==> config.mk <==
export PLATFORM = sky130hd
export DESIGN_NAME = i2d_front
export DESIGN_NICKNAME = d
export VERILOG_FILES = /design/src/rtl/i2d_pkg.sv /design/src/rtl/i2d_front.sv
export SDC_FILE = /design/constraint.sdc
export NUM_CORES = 1
export LEC_CHECK = 0
export BUFFER_PORTS_ARGS = -buffer_cell sky130_fd_sc_hd__buf_2
export CAP_MARGIN = 10
export CORE_MARGIN = 2
export CORE_UTILIZATION = 41
export DETAILED_ROUTE_END_ITERATION = 10
export PLACE_DENSITY_LB_ADDON = 0.15
export SETUP_SLACK_MARGIN = 0.4
export SLEW_MARGIN = 20
export SYNTH_ARGS = -nofsm -noshare
export SYNTH_HDL_FRONTEND = slang
export SYNTH_SLANG_ARGS = --single-unit
==> constraint.sdc <==
create_clock -name vclk -period 2.2
set_input_delay 0.33 -clock vclk [all_inputs]
set_output_delay 0.33 -clock vclk [all_outputs]
set_load 0.02 [all_outputs]
==> src/rtl/i2d_pkg.sv <==
// Shared types and constants for the integer to decimal ASCII converter.
package i2d_pkg;

    localparam int DATA_WIDTH = 32;
    // Decimal digits of the largest magnitude, 2^(DATA_WIDTH-1).
    localparam int MAX_DIGITS = 10;
    localparam int DIG_IDX_W  = $clog2(MAX_DIGITS);
    localparam int DIG_CNT_W  = $clog2(MAX_DIGITS + 1);

    // Reciprocal of ten, scaled by 2^35: exact quotient for every 32-bit magnitude.
    localparam logic [DATA_WIDTH-1:0] RECIP_TEN  = 32'hCCCC_CCCD;
    localparam int                    RECIP_SHFT = 35;
    localparam int                    PROD_W     = 2 * DATA_WIDTH;

    localparam logic [7:0] CHAR_MINUS = 8'd45;
    localparam logic [7:0] CHAR_ZERO  = 8'd48;
    localparam logic [7:0] CHAR_NINE  = 8'd57;

    // One classified request as it travels from the front to the back.
    typedef struct packed {
        logic                  negative;
        logic [DATA_WIDTH-1:0] mag;
    } i2d_item_t;

    // Handshake between the queue and the back end.
    typedef struct packed {
        logic      valid;
        i2d_item_t item;
    } i2d_head_t;

endpackage

==> src/rtl/i2d_front.sv <==
// Front end: accept a request, split it into sign and unsigned magnitude.
module i2d_front import i2d_pkg::*;
(
    input  logic                  start,
    input  logic [DATA_WIDTH-1:0] value,
    input  logic                  full,
    output logic                  busy,
    output logic                  push,
    output i2d_item_t             item
);

    logic negative;

    assign negative = value[DATA_WIDTH-1];
    assign busy     = full;
    assign push     = start && !full;

    // Two's complement negate; the most negative value lands on 2^(N-1) unsigned.
    always_comb
    begin
        item.negative = negative;
        item.mag      = negative ? (~value + {{(DATA_WIDTH-1){1'b0}}, 1'b1}) : value;
    end

endmodule

==> results of run 1 <==
## metal layers
layer | overflow | track usage (%)
met1 | 0 | 67.7
met2 | 23 | 97.1
met3 | 0 | 48.1
met4 | 11 | 88.1
met5 | 0 | 10.0
## logic make-up after synthesis
| group | synth area share (%) |
|---|---|
| and+or+nand+nor | 32.8 |
| buffers and inverters | 5.62 |
| xor gates and xnor gates | 31.7 |
| adders and majority gates | 1.56 |
| AOI/OAI and AO/OA | 28.4 |
## cells in the mapped netlist (2+ instances only)
cell / count / area share [%]
o31ai_1: 10 / 9.4
nor4_4: 2 / 5.3
nand2b_1: 4 / 3.1
xnor2_1: 29 / 32
o21ai_0: 6 / 3.7
buf_4: 3 / 2.8
nor3_1: 2 / 1.2
nand3_1: 2 / 1.2
clkbuf_1: 2 / 0.94
o41ai_2: 7 / 14
nand2_1: 11 / 5.1
inv_1: 2 / 0.94
nor4_1: 3 / 2.3
nand3b_1: 2 / 1.9
buf_1: 2 / 0.94
nor2_1: 4 / 1.9
## through the flow
step / instance area (µm²) / cells / TNS, ns / setup slack (ns)
after global placement: 1330 / 200 / 0 / 0.0244
after CTS: 1640 / 207 / 0 / 0.106
after floorplan: 905 / 102 / 0 / 0.300
after detailed placement: 1330 / 200 / -0.125 / -0.0594
## what timing repair did
action / in CTS
setup endpoints to repair: 26
pin swaps: 15
resized for setup: 56
cloned: 1
buffers inserted: 6
hold buffers: 0
==> flow_summary.toml, run 1 <==
[status]
status = "did not finish"
lastStage = "global routing (5_1_grt)"
error = "[ERROR GRT-0232] Routing congestion too high. Check the congestion heatmap in the GUI."

[synth]
ys_warn_count = 0
netlist-cell-type-count = 27
syn_area_um2 = 802
synth_cells = 102
synth_nets = 137
ys_seq_area_share_pct = 0
syn_area_per_cell_um2 = 7.86

[floorplan]
ios = 69
die_w_um = 48.2
rows = 15
start_util_pct = 45.0
fp.dieH_um = 48.2

[grt]
grt_overflow = 34
grt_max_degree = 34
grt_util_all_layers_pct = 73.2

[timing]
worst_endpoint_kind = "top-level output"
grt_repair_worst_endpoint = "item[24]"

[placement]
portBuffers = 69
place.gp.congestion = 0.794
hpwl_mm = 2.16
==> run 2, diff against run 1 <==
Settings changed: CORE_AREA set to 2 2 63 65, CORE_MARGIN 2 to unset, CORE_UTILIZATION 41 to unset, DIE_AREA set to 0 0 65 67, SETUP_SLACK_MARGIN 0.4 to unset.
==> run 2 against run 1 <==
Effect of this change: the flow now finishes without violations; area after synthesis stayed put; synthesized cell count stayed put.
==> flow_summary.toml, run 2 <==
[placement]
placed_cell_area_um2 = 1220
place.gp.congestion = 0.718
portBuffers = 69
place_inst = 219
hpwl_mm = 2.18
post-place-ws_ns = 0.0178

[floorplan]
coreArea_um2 = 3610
rows = 22
die-area_um2 = 4360
die_w_um = 65
ios = 69
fp.dieH_um = 67
start_util_pct = 22.2

[setup_path]
cp.depth = 7
crit_type = "input pin to output port"
cp_top_family = "buffers and inverters"
path_cells = "buf_2 -> nor4_4 -> buf_4 -> nand3_4 -> o41ai_2 -> xnor2_1 -> buf_2"
crit_start = "value[8]"
cpPeakStageDelay_ns = 0.40
cp_max_fo = 9
start_kind = "input pin"
cp.required_ns = 1.87
critPathBufInv = 3
slowest_stage = "o41ai_2"
critPathCaptureType = "output port"
crit_path_frequent_cell = "buf_2"
arrival_ns = 1.77

[synth]
synth.largest_area_cell = "xnor2_1"
ys_warn_count = 0
syn_area_per_cell_um2 = 7.86
synthSimpleGateAreaFrac_pct = 32.8
netlist-cell-type-count = 27
synthTopCellsByArea = "xnor2_1, o41ai_2, o31ai_1"
synthAdderAreaFrac_pct = 1.56
syn_area_um2 = 802
synth_cells = 102
synth_nets = 137
muxShareOfSynthArea_pct = 0
synth_top_area_share_pct = 31.7
synth-xor-area-share_pct = 31.7
yosysMostFrequentCell = "xnor2_1"
ys_seq_area_share_pct = 0
synth_top_family_by_area = "simple AND/OR/NAND/NOR gates"
synthTopCellsByCount = "xnor2_1, nand2_1, o31ai_1"
synth_compound_area_share_pct = 28.4

[timing]
relSlewSlack_pct = 60.3
timing.setup.tns_ns = 0
layout_min_cycle_time_ns = 2.10
setup_ws_ns = 0.0966
fmax_ghz = 0.475
slew_viol_final = 0
fin_crit_sh_pct = 95.6
worst_pin_slew_ns = 0.596
final_hold_viol_count = 0
setup_viol = 0

[route]
drt_wl_total_mm = 2.63
postRouteAntennaNets = 0
vias = 1025
first_pass_iters = 4
wl_per_cell_um = 11.9
drcViolationCount = 0
vias_per_cell = 4.64
initialDrtViolationCount = 24

[finish]
area_growth_syn_to_layout_pct = 59.0
fin_area_um2 = 1270
final_cell_mix = "buf_2, xnor2_1, nand2_1"
mostFrequentLayoutCell = "buf_2"
seq_area_um2 = 0
fin_util_pct = 35.4
final_nets = 210
drive_gt1_share_pct = 54.3
seq_cells = 0
nClkBuffers = 0
fillers = 396
final_cell_count_no_fill = 221
diodes = 0

[pwr]
leakagePower_nw = 0.526
powerDensity_nw_per_um2 = 247
pwr-share-seq_pct = 0
p_sw_share_pct = 60.4
pwr-share-clk_pct = 0
pwr-share-comb_pct = 100.0
p_int_mw = 0.125
ir_drop_mv = 0.0821
p_sw_mw = 0.190

[grt]
grt_pass1_vias = 988
antenna_found_initial = 0
grt_max_degree = 34
grt_util_all_layers_pct = 11.8
grt_pass1_wl_mm = 4.35
grt_overflow = 0

[hold_path]
hold_depth = 2
hp-class = "input pin to output port"
hold_start = "full"

[status]
status = "complete, no violations"

[job]
max-cap-violations = 0

[clock_tree]
hold_buffers = 0
[run 2: cell counts after synthesis]
Identical to the previous run, type by type.
[run 2: logic make-up (layout without fill, tap and decap cells)]
logic type	count (synthesis)	after routing
adders and majority gates	1	1
and+or+nand+nor	39	39
xor gates and xnor gates	29	29
AOI/OAI and AO/OA	24	24
buffers and inverters	9	80
[run 2: area by class of cell]
cell class	count	area, µm²	area share, %
timing repair buffer	78	413	32.4
inverter	2	7.51	0.589
tap	48	60.1	4.71
multi-input combinational	93	795	62.3
[run 2: stage by stage]
stage	power, mW	hold WS (ns)
after CTS	0.311	0.894
after global routing	0.340	0.903
after detailed placement	0.309	0.894
after global placement	0.308	0.892
final	0.314	0.892
after floorplan	0.183	0.738
[run 2: repair_timing]
action,CTS,global route
endpoints found under the setup margin,1,18
pin swaps,1,2
gates resized for setup,1,5
buffers inserted,0,2
[run 2: worst paths after layout]
check	slack, ns	endpoint
min	0.89	busy
max	0.1	item[23]
[run 2: power groups by stage]
stage               registers (mW)  logic [mW]  clock network (mW)
finish                           0       0.314                   0
global route                     0       0.340                   0
CTS                              0       0.311                   0
detailed placement               0       0.309                   0
global placement                 0       0.308                   0
floorplan                        0       0.183                   0
[run 2: layer usage]
layer	global-route usage [%]	vias to the layer above	part of all wire, %
li1	-	520	-
met3	1.35	0	8.5
met1	14.8	463	45
met5	0	-	0
met2	22.7	42	47
met4	0	0	0
(Power assumes the default switching activity.)
==> run 3, diff against run 2 <==
Settings changed: BUFFER_PORTS_ARGS -buffer_cell sky130_fd_sc_hd__buf_2 to unset, DONT_BUFFER_PORTS set to 1, SLEW_MARGIN 20 to 25.
==> run 3 against run 2 <==
Effect of this change: first-iteration DRC count grew 46%; via count shrank 24%; die area unchanged; hold slack got worse by 0.23 ns.
==> flow_summary.toml, run 3 (synthesis gave the netlist of run 2 again) <==
[finish]
mostFrequentLayoutCell = "xnor2_1"
seq_cells = 0
final_nets = 140
multi_input_area_um2 = 757
area_growth_syn_to_layout_pct = 10.3
drive_gt1_share_pct = 21.4
final_cell_mix = "xnor2_1, nand2_1, o31ai_1"
seq_area_um2 = 0
fillers = 407
diodes = 0
nClkBuffers = 0

[clock_tree]
ctsResizeCount = 0
hold_buffers = 0
postCtsSetupRepairBufs = 0

[setup_path]
cp.required_ns = 1.87
cpPeakStageDelay_ns = 0.40
slowest_stage = "o41ai_2"
start_kind = "input pin"
crit_type = "input pin to output port"
path_cells = "nor4_4 -> nand4_2 -> o41ai_2 -> xnor2_1"
cp_max_fo = 7
arrival_ns = 1.68
crit_start = "value[8]"
critPathCaptureType = "output port"

[timing]
grt_setup_unrepaired = "false"
slew_viol_final = 0
setup_viol = 0
worst_pin_slew_ns = 0.636
layout_min_cycle_time_ns = 2.01
fin_crit_sh_pct = 91.3
final_hold_viol_count = 0
setup_ws_ns = 0.192
timing.setup.tns_ns = 0
relSlewSlack_pct = 57.1
fmax_ghz = 0.498

[route]
wl_met1_um = 983
dr_wl_met3_um = 259
first_pass_iters = 4
vias = 777
drcViolationCount = 0
met2WireLength_mm = 1.12
drt_wl_total_mm = 2.36
initialDrtViolationCount = 35
top_signal_layer_used = "met3"
postRouteAntennaNets = 0
wl_per_cell_um = 15.7
vias_per_cell = 5.15

[floorplan]
die_w_um = 65
coreArea_um2 = 3610
start_util_pct = 22.2
rows = 22
die-area_um2 = 4360
ios = 69
fp.dieH_um = 67

[placement]
place.gp.congestion = 0.652
post-place-ws_ns = 0.159
portBuffers = 0
hpwl_mm = 2.01

[grt]
antenna_found_initial = 0
grt_pass1_wl_mm = 3.66
grt_pass1_vias = 793
grt_max_degree = 34
grt_overflow = 0
grt_util_all_layers_pct = 10.5

[job]
max-cap-violations = 0

[status]
status = "complete, no violations"

[pwr]
leakagePower_nw = 0.238
ir_drop_mv = 0.0507
powerDensity_nw_per_um2 = 212

[hold_path]
hp-class = "input pin to output port"
hold_start = "value[0]"
## run 3: cell types whose count changed in the layout (fill, tap and decap cells not counted), sizes merged
cell,previous run,this run
buf,78,8
## run 3: final timing paths
check | end | slack, ns | cells past startpoint
max | item[29] | 0.19 | 4
min | item[0] | 0.66 | 0
## run 3: final cells by class
class | count | area share, %
Inverter | 2 | 0.849
Tap cell | 48 | 6.79
Multi-Input combinational cell | 93 | 85.6
Timing Repair Buffer | 8 | 6.79
## run 3: worst max-delay path: cells and delay by family
kind            cells  cell delay (ns)
xor+xnor            1             0.29
simple gates        2             0.65
compound gates      1             0.40
## run 3: report_power, final
| group | total, mW | switching (mW) | leakage [nW] | internal [mW] |
|---|---|---|---|---|
| registers | 0 | 0 | 0 | 0 |
| logic | 0.188 | 0.124 | 0.238 | 0.0635 |
| clock network | 0 | 0 | 0 | 0 |
## run 3: routing by layer
layer  vias up  global-route usage, %
met3         0                   2.36
li1        378                      -
met2        46                   20.1
met5         -                      0
met1       353                   12.6
met4         0                      0
## run 3: through the flow
stage                     area, µm²  util, %  power [mW]  instances  hold slack (ns)
after global placement          885     24.5       0.191        151            0.660
final                           885     24.5       0.188        151            0.660
after floorplan                 802        -       0.183        102            0.738
after global routing            885     24.5       0.201        151            0.660
after detailed placement        885     24.5       0.190        151            0.660
after CTS                       885     24.5       0.191        151            0.660
