File: config.mk
export PLATFORM = sky130hd
export DESIGN_NAME = i2d_queue
export DESIGN_NICKNAME = d
export VERILOG_FILES = /design/src/rtl/i2d_pkg.sv /design/src/rtl/i2d_queue.sv
export SDC_FILE = /design/constraint.sdc
export NUM_CORES = 1
export LEC_CHECK = 0
export BUFFER_PORTS_ARGS = -buffer_cell sky130_fd_sc_hd__buf_4
export CAP_MARGIN = 20
export CORE_ASPECT_RATIO = 1.75
export CORE_MARGIN = 4
export CORE_UTILIZATION = 45
export CTS_BUF_LIST = sky130_fd_sc_hd__clkbuf_16
export CTS_CLUSTER_DIAMETER = 100
export DETAILED_ROUTE_END_ITERATION = 7
export PLACE_DENSITY = 0.69
export RECOVER_POWER = 25
export SLEW_MARGIN = 5
export SYNTH_ARGS = -nofsm -noshare
export SYNTH_HDL_FRONTEND = slang
export SYNTH_SLANG_ARGS = --single-unit
File: constraint.sdc
create_clock -name clk -period 2.9 [get_ports clk]
set_input_delay 0.435 -clock clk [delete_from_list [all_inputs] [get_ports clk]]
set_output_delay 0.435 -clock clk [all_outputs]
set_load 0.01 [all_outputs]
File: src/rtl/i2d_pkg.sv
// Shared types and constants for the integer to decimal ASCII converter.
package i2d_pkg;

    localparam int DATA_WIDTH = 32;
    // Decimal digits of the largest magnitude, 2^(DATA_WIDTH-1).
    localparam int MAX_DIGITS = 10;
    localparam int DIG_IDX_W  = $clog2(MAX_DIGITS);
    localparam int DIG_CNT_W  = $clog2(MAX_DIGITS + 1);

    // Reciprocal of ten, scaled by 2^35: exact quotient for every 32-bit magnitude.
    localparam logic [DATA_WIDTH-1:0] RECIP_TEN  = 32'hCCCC_CCCD;
    localparam int                    RECIP_SHFT = 35;
    localparam int                    PROD_W     = 2 * DATA_WIDTH;

    localparam logic [7:0] CHAR_MINUS = 8'd45;
    localparam logic [7:0] CHAR_ZERO  = 8'd48;
    localparam logic [7:0] CHAR_NINE  = 8'd57;

    // One classified request as it travels from the front to the back.
    typedef struct packed {
        logic                  negative;
        logic [DATA_WIDTH-1:0] mag;
    } i2d_item_t;

    // Handshake between the queue and the back end.
    typedef struct packed {
        logic      valid;
        i2d_item_t item;
    } i2d_head_t;

endpackage

File: src/rtl/i2d_queue.sv
// Two-entry queue between the front end and the conversion back end.
module i2d_queue import i2d_pkg::*;
(
    input  logic      clk,
    input  logic      rst_n,
    input  logic      push,
    input  i2d_item_t push_item,
    input  logic      pop,
    output logic      full,
    output i2d_head_t head
);

    i2d_item_t   entry_reg [2];
    logic        wr_ptr_reg;
    logic        wr_ptr_next;
    logic        rd_ptr_reg;
    logic        rd_ptr_next;
    logic [1:0]  count_reg;
    logic [1:0]  count_next;

    assign full       = (count_reg == 2'd2);
    assign head.valid = (count_reg != 2'd0);
    assign head.item  = entry_reg[rd_ptr_reg];

    always_comb
    begin
        wr_ptr_next = wr_ptr_reg ^ push;
        rd_ptr_next = rd_ptr_reg ^ pop;
        count_next  = count_reg;
        if (push && !pop)
        begin
            count_next = count_reg + 2'd1;
        end
        else if (pop && !push)
        begin
            count_next = count_reg - 2'd1;
        end
    end

    always_ff @(posedge clk or negedge rst_n)
    begin
        if (!rst_n)
        begin
            wr_ptr_reg <= 1'b0;
            rd_ptr_reg <= 1'b0;
            count_reg  <= 2'd0;
        end
        else
        begin
            wr_ptr_reg <= wr_ptr_next;
            rd_ptr_reg <= rd_ptr_next;
            count_reg  <= count_next;
        end
    end

    always_ff @(posedge clk)
    begin
        if (push)
        begin
            entry_reg[wr_ptr_reg] <= push_item;
        end
    end

endmodule

==> impl_results.rst, run 1 <==
.. list-table::
   :header-rows: 1

   * - Metric
     - Value
   * - Outcome
     - completed
   * - Worst slew margin relative to its limit
     - 44.3%
   * - Hpwl dp
     - 3230 um
   * - Iteration-0 DRC Markers
     - 35
   * - Max FO, Critical Path
     - 19
   * - Overall power
     - 3.56 mW
   * - Fin. max-slew vios
     - 0
   * - Syn_nets
     - 160
   * - DRT Wirelength
     - 4580 um
   * - Number of buffers created by CTS
     - 9
   * - Relative contribution of combinational cells to total power
     - 30.8%
   * - Starting Density
     - 46.5%
   * - Worst supply voltage drop on vdd
     - 763 uV
   * - Layer with the highest usage
     - met2
   * - Combined area of the multi-input logic cells
     - 574 um2
   * - Unrepaired setup endpoints after global routing
     - false
   * - Number of hold violations in the final report
     - 0
   * - Lkg Pwr
     - 1.47 nW
   * - First-pass GRT wire length
     - 7100 um
   * - Crit path required time
     - 2.47 ns
   * - Total negative slack for setup checks
     - 0 ns
   * - Predominant post-synthesis flop cell
     - edfxtp_1
   * - Clock skew
     - 0.00620 ns
   * - Area added between synthesis and finish
     - 31.7%
   * - Post-route cell area
     - 3600 um2
   * - Post-layout utilization of the core
     - 61.2%
   * - DR pass1 iterations
     - 4
   * - Number of vias per cell
     - 4.61
   * - Count of flip-flops with a built-in enable after synthesis
     - 66
   * - Number of top-level pins
     - 72
   * - Worst-Margin Slew
     - 0.835 ns
   * - Max FFs per register
     - 66
   * - Met1 Use GR
     - 14.6%
   * - Height of the chip
     - 111 um
   * - P_sw
     - 0.912 mW
   * - CP Launch Type
     - flop
   * - Post-synthesis sequential area ratio
     - 76.2%
   * - # nets final
     - 240
   * - FMAX
     - 0.457 GHz
   * - Floorplan die width
     - 66.9 um
   * - Average cell area after synthesis
     - 22.8 um2
   * - Final Instance Count excl. Fillers
     - 281
   * - Number of max-capacitance violations reported
     - 0
   * - Final critical path time including I/O delays and setup
     - 2.19 ns
   * - Cell count after placement
     - 266
   * - Post-detailed-route DRC marker count
     - 0
   * - Synth cell count leaders
     - edfxtp_1, mux2_4, dfrtp_1, mux2_2
   * - #FFs+latches synth
     - 70
   * - Drt wl/cell
     - 16.3 um
   * - Power density over cell area
     - 989 nW/um2
   * - Global-route usage over all layers
     - 13.4%
   * - Post-synth design cell area
     - 2730 um2
   * - Cell accounting for the most synthesized area
     - edfxtp_1
   * - Final setup fails
     - 0
   * - Vias in the first global route
     - 1,422
   * - Pin count of the biggest net entering global routing
     - 34
   * - Met3 usage
     - 4.26%
   * - Worst hold path class
     - primary input to flop
   * - Library cells used by synthesis
     - 13
   * - Number of fill cells in the layout
     - 446
   * - Placement Cell Area
     - 3320 um2
   * - Antenna fix cells
     - 0
   * - Clock insertion delay at the later pin of the skew report
     - 0.32 ns
   * - CTS Root Cell
     - clkbuf_16
   * - Global Route met2 Usage
     - 22.0%
   * - Congestion Overflow GR
     - 0
   * - H-tree depth
     - 3
   * - Fraction of synthesis flops using an asynchronous set or reset pin
     - 5.71%
   * - Worst setup path class
     - flop to output pin
   * - Cell types with the largest area share after synthesis
     - edfxtp_1, mux2_4, dfrtp_1
   * - Die footprint
     - 7440 um2
   * - Final Cycle Share
     - 75.5%
   * - Internal power summed over all cells
     - 2.65 mW
   * - Clock tree buffer depth
     - 2
   * - Post-Syn Instances
     - 120
   * - Total via count after detailed routing
     - 1,296
   * - Arrival time worst endpoint
     - 1.75 ns
   * - Clock input transition at the sequential cells of the worst setup and hold paths
     - 0.05 ns
   * - Number of warnings issued by yosys
     - 0
   * - Site row count
     - 37
   * - Most numerous cell in the Yosys netlist
     - edfxtp_1
   * - Initial antenna violation count
     - 0
   * - Worst setup slack for register-to-register paths
     - 1.34 ns
   * - Sequential cell area
     - 2080 um2
   * - Num Clock Sinks
     - 70
   * - GP Congestion
     - 0.613
   * - Clock network power share
     - 27.7%
   * - Sequential share of power
     - 41.4%
   * - Share of layout cells above drive strength 1
     - 58.6%
   * - Placeable core region
     - 5880 um2
   * - CP Capture Type
     - output pin
   * - Antenna Violating Nets Remaining
     - 0
   * - Count of input and output buffers
     - 71
   * - Switching portion of total power
     - 25.6%
   * - TritonCTS clock tree
     - done
   * - Area fraction of the dominant cell type after synthesis
     - 72.5%
==> critical path: stages (launching register included) <==
cell and delay, ns:
dfrtp_2 0.69, buf_12 0.25, mux2_2 0.35, buf_4 0.14
==> final cells by class <==
class                      instances  area share, %
timing repair buffer              73           15.6
tap                               78           2.71
clock buffer                       9           6.26
inverter                           3          0.313
multi-input combinational         43           16.0
clock inverter                     5           1.25
sequential                        70           57.9
==> placed cells by master (no fill, tap or decap), types with 2 or more instances in the layout <==
cell type and n:
mux2_2 4, clkbuf_4 23, edfxtp_1 66, buf_4 48, clkinv_1 2, dfrtp_1 3
xor2_1 3, inv_1 5, clkbuf_16 9, ha_2 2, mux2_4 29
==> timing repair <==
action	4_1_cts	5_1_grt
endpoints found under the hold margin	4	0
gates resized for setup	0	0
setup buffers	0	0
hold buffers	1	0
==> kinds of logic after synthesis <==
logic type,Yosys count,share of synthesized area [%]
xor+xnor,4,1.28
fa+ha+maj,3,1.37
buf+inv,7,3.02
flops,70,76.2
mux,33,17.6
simple gates,3,0.595
==> routing by layer <==
| metal | routed length [um] | share of wire [%] |
|---|---|---|
| met1 | 1700 | 37 |
| met2 | 2540 | 56 |
| met3 | 260 | 5.7 |
| met4 | 71 | 1.6 |
| met5 | 0 | 0 |
==> metrics by stage <==
step | setup slack (ns) | hold slack [ns]
floorplan | 1.22 | 0.139
detailed placement | 1.01 | 0.236
global placement | 1.04 | 0.234
CTS | 0.669 | 0.288
global route | 0.623 | 0.293
finish | 0.711 | 0.298
==> final timing paths <==
check                                          from                          to  cells after the start
setup / recovery               rd_ptr_reg$_DFF_PN0_                    head[32]                      3
hold / removal                                  pop        rd_ptr_reg$_DFF_PN0_                      2
setup reg to reg               wr_ptr_reg$_DFF_PN0_  entry_reg[0][14]$_DFFE_PP_                      2
hold reg to reg            count_reg[1]$_DFFE_PN0P_    count_reg[1]$_DFFE_PN0P_                      1
max in group asynchronous                     rst_n        rd_ptr_reg$_DFF_PN0_                      2
min in group asynchronous                     rst_n    count_reg[1]$_DFFE_PN0P_                      2
==> power groups by stage <==
stage               clock network (mW)  logic [mW]  registers [mW]
floorplan                            0       0.801            1.42
CTS                               1.01        1.12            1.48
global route                      1.05        1.18            1.50
finish                           0.987        1.10            1.47
global placement                     0        1.10            1.48
detailed placement                   0        1.12            1.50
No activity file was read; power rests on OpenSTA's default activity.
==> run 2: changes to the inputs <==
--- a/config.mk
+++ b/config.mk
@@ -5,6 +5,7 @@
 export SDC_FILE = /design/constraint.sdc
 export NUM_CORES = 1
 export LEC_CHECK = 0
+export ABC_AREA = 1
 export BUFFER_PORTS_ARGS = -buffer_cell sky130_fd_sc_hd__buf_4
 export CAP_MARGIN = 20
 export CORE_ASPECT_RATIO = 1.75
==> constraint.sdc (replaced) <==
create_clock -name clk -period 2.1 [get_ports clk]
set_input_delay 0.315 -clock clk [delete_from_list [all_inputs] [get_ports clk]]
set_output_delay 0.315 -clock clk [all_outputs]
set_load 0.01 [all_outputs]
==> run 2 against run 1 <==
Net effect: sequential power is 33% higher; largest power group unchanged; clock power is 73% higher; synthesized cell count is 5.8% higher.
==> impl_results.rst, run 2 <==
.. list-table::
   :header-rows: 1

   * - Metric
     - Value
   * - Number of vias per cell
     - 4.76 (+3.2%)
   * - Clock skew
     - 0.00544 ns (-0.000753 ns)
   * - Starting Density
     - 46.4% (-0.11 points)
   * - Fin. max-slew vios
     - 0 (unchanged)
   * - Max incr delay on CP
     - 0.39 ns (-0.30 ns)
   * - Num Clock Sinks
     - 70 (unchanged)
   * - GP Congestion
     - 0.645 (+5.3%)
   * - Height of the chip
     - 111 um (+0.25%)
   * - Worst setup path class
     - flop to output pin
   * - Fraction of synthesis flops using an asynchronous set or reset pin
     - 5.71% (unchanged)
   * - #FFs+latches synth
     - 70 (unchanged)
   * - Count of flip-flops with a built-in enable after synthesis
     - 66 (unchanged)
   * - Floorplan die width
     - 67.1 um (+0.24%)
   * - Antenna Violating Nets Remaining
     - 0 (unchanged)
   * - Final Instance Count excl. Fillers
     - 293 (+4.3%)
   * - Pin count of the biggest net entering global routing
     - 21 (-38%)
   * - Final critical path time including I/O delays and setup
     - 1.84 ns
   * - Number of max-capacitance violations reported
     - 0 (unchanged)
   * - Most prevalent standard cell on the critical path
     - buf_4
   * - Minimum setup slack in the final design
     - 0.257 ns (-0.454 ns)
   * - Number of buffers created by CTS
     - 9 (unchanged)
   * - Syn_nets
     - 167 (+4.4%)
   * - Overall power
     - 5.29 mW (+49%)
   * - Lkg Pwr
     - 1.50 nW (+2.3%)
   * - Min Hold Slack
     - 0.166 ns (-0.132 ns)
   * - Global-route usage over all layers
     - 14.4% (+1.1 points)
   * - Vias in the first global route
     - 1,554 (+9.3%)
   * - CP Capture Type
     - output pin
   * - Worst supply voltage drop on vdd
     - 762 uV (-0.17%)
   * - Post-synth design cell area
     - 2750 um2 (+0.55%)
   * - Crit path required time
     - 1.78 ns (-0.69 ns)
   * - # nets final
     - 250 (+4.2%)
   * - Initial antenna violation count
     - 0 (unchanged)
   * - First-pass GRT wire length
     - 7660 um (+7.9%)
   * - Cell accounting for the most synthesized area
     - edfxtp_1
   * - Count of input and output buffers
     - 71 (unchanged)
   * - Arrival time worst endpoint
     - 1.53 ns (-0.22 ns)
   * - Post-cts gate resize count
     - 0 (unchanged)
   * - Clock input transition at the sequential cells of the worst setup and hold paths
     - 0.05 ns (about the same)
   * - Post-Syn Instances
     - 127 (+5.8%)
   * - Unrepaired setup endpoints after global routing
     - false
   * - Post-layout utilization of the core
     - 62.4% (+1.2 points)
   * - Commonest cells after routing, fill and taps aside
     - edfxtp_1, buf_4, mux2_4
   * - TritonCTS clock tree
     - done
   * - Post-route cell area
     - 3700 um2 (+2.7%)
   * - DRT Wirelength
     - 4840 um (+5.6%)
   * - CTS Root Cell
     - clkbuf_16
   * - Area fraction of the dominant cell type after synthesis
     - 72.1% (-0.40 points)
   * - Total negative slack for setup checks
     - 0 ns (unchanged)
   * - Die footprint
     - 7470 um2 (+0.49%)
   * - Cell with the largest stage delay on the worst path
     - mux2_2
   * - Series of cell instances along the critical path
     - buf_4 > mux2_2 > buf_4
   * - FMAX
     - 0.543 GHz
   * - Outcome
     - completed
   * - Iteration-0 DRC Markers
     - 51 (+46%)
   * - Number of warnings issued by yosys
     - 0 (unchanged)
   * - Average cell area after synthesis
     - 21.6 um2 (-5.0%)
   * - DR pass1 iterations
     - 4 (unchanged)
   * - Placeable core region
     - 5930 um2 (+0.79%)
   * - CP Launch Type
     - flop
   * - Synth cell count leaders
     - edfxtp_1, mux2_4, inv_1
   * - Leading cell type in the layout, fill and taps excluded
     - edfxtp_1
   * - Clock tree buffer depth
     - 2 (unchanged)
   * - Power density over cell area
     - 1430 nW/um2 (+45%)
   * - Area added between synthesis and finish
     - 34.5%
   * - Congestion Overflow GR
     - 0 (unchanged)
   * - Final Cycle Share
     - 87.8%
   * - Number of hold violations in the final report
     - 0 (unchanged)
   * - Max FFs per register
     - 66 (unchanged)
   * - Drt wl/cell
     - 16.5 um (+1.3%)
   * - H-tree depth
     - 3 (unchanged)
   * - Number of fill cells in the layout
     - 471 (+5.6%)
   * - Worst hold path class
     - primary input to flop
   * - Final setup fails
     - 0 (unchanged)
   * - Share of layout cells above drive strength 1
     - 55.3% (-3.3 points)
   * - Clock insertion delay at the later pin of the skew report
     - 0.33 ns (about the same)
   * - Antenna fix cells
     - 0 (unchanged)
   * - Most numerous cell in the Yosys netlist
     - edfxtp_1
   * - Site row count
     - 37 (unchanged)
   * - Library cells used by synthesis
     - 14 (+1)
   * - Cell types with the largest area share after synthesis
     - edfxtp_1, mux2_4, dfrtp_1
   * - Predominant post-synthesis flop cell
     - edfxtp_1
   * - Placement Cell Area
     - 3370 um2 (+1.5%)
   * - Worst slack, placed
     - 0.587 ns (-0.424 ns)
   * - Max FO, Critical Path
     - 19 (unchanged)
   * - Total via count after detailed routing
     - 1,394 (+7.6%)
   * - Worst slew margin relative to its limit
     - 74.1% (+30 points)
   * - Post-detailed-route DRC marker count
     - 0 (unchanged)
   * - Number of top-level pins
     - 72 (unchanged)
   * - Post-synthesis sequential area ratio
     - 75.7% (-0.42 points)
   * - Worst-Margin Slew
     - 0.389 ns (-0.446 ns)
   * - Cell count after placement
     - 276 (+3.8%)
==> run 2: per-layer routing <==
layer / vias to the layer above / wire [um] / global-route usage [%]
li1: 649 / - / -
met1: 694 / 1540 / 13.3
met2: 42 / 2890 / 26.5
met3: 9 / 275 / 4.64
met4: 0 / 122 / 7.59
met5: - / 0 / 0
==> run 2: cells by family (layout without fill, tap and decap cells) <==
logic type | after synthesis | after routing | synth area share (%)
adder cells (fa/ha/maj) | 3 | 3 | 1.37
AND/OR/NAND/NOR | 8 | 8 | 1.23
flip-flops | 70 | 70 | 75.7
multiplexers | 33 | 33 | 17.5
buffers and inverters | 11 | 99 | 3.55
XOR/XNOR | 2 | 2 | 0.637
==> run 2: final cells by class <==
cell class | count | area, um2 | area share [%]
Inverter | 7 | 26.3 | 0.711
Clock inverter | 7 | 123 | 3.32
Clock buffer | 9 | 225 | 6.09
Timing Repair Buffer | 76 | 568 | 15.4
Sequential cell | 70 | 2080 | 56.3
Multi-Input combinational cell | 46 | 574 | 15.5
Tap cell | 78 | 97.6 | 2.64
==> run 2: path summary, 6_finish.rpt <==
path	startpoint	end	slack, ns	depth (start not counted)
setup / recovery	rd_ptr_reg$_DFF_PN0_	head[30]	0.26	3
hold / removal	pop	rd_ptr_reg$_DFF_PN0_	0.17	2
setup reg to reg	wr_ptr_reg$_DFF_PN0_	entry_reg[0][6]$_DFFE_PP_	0.73	3
hold reg to reg	count_reg[1]$_DFFE_PN0P_	count_reg[1]$_DFFE_PN0P_	0.51	2
max in group asynchronous	rst_n	rd_ptr_reg$_DFF_PN0_	1.66	2
min in group asynchronous	rst_n	count_reg[0]$_DFFE_PN0P_	0.33	2
==> run 2: critical path, delay by kind of cell (launching register included) <==
kind | cells | cell delay [ns]
flops | 1 | 0.35
buf+inv | 2 | 0.47
mux | 1 | 0.39
==> run 2: power breakdown <==
part | total [mW] | switching [mW] | internal, mW
logic | 1.63 | 0.721 | 0.913
clock network | 1.71 | 0.550 | 1.16
registers | 1.95 | 0.0836 | 1.86
==> run 2: repair_timing <==
action | CTS | global route
buffers inserted | 0 | 0
hold buffers | 1 | 0
endpoints found under the setup margin | 0 | 0
endpoints found under the hold margin | 4 | 0
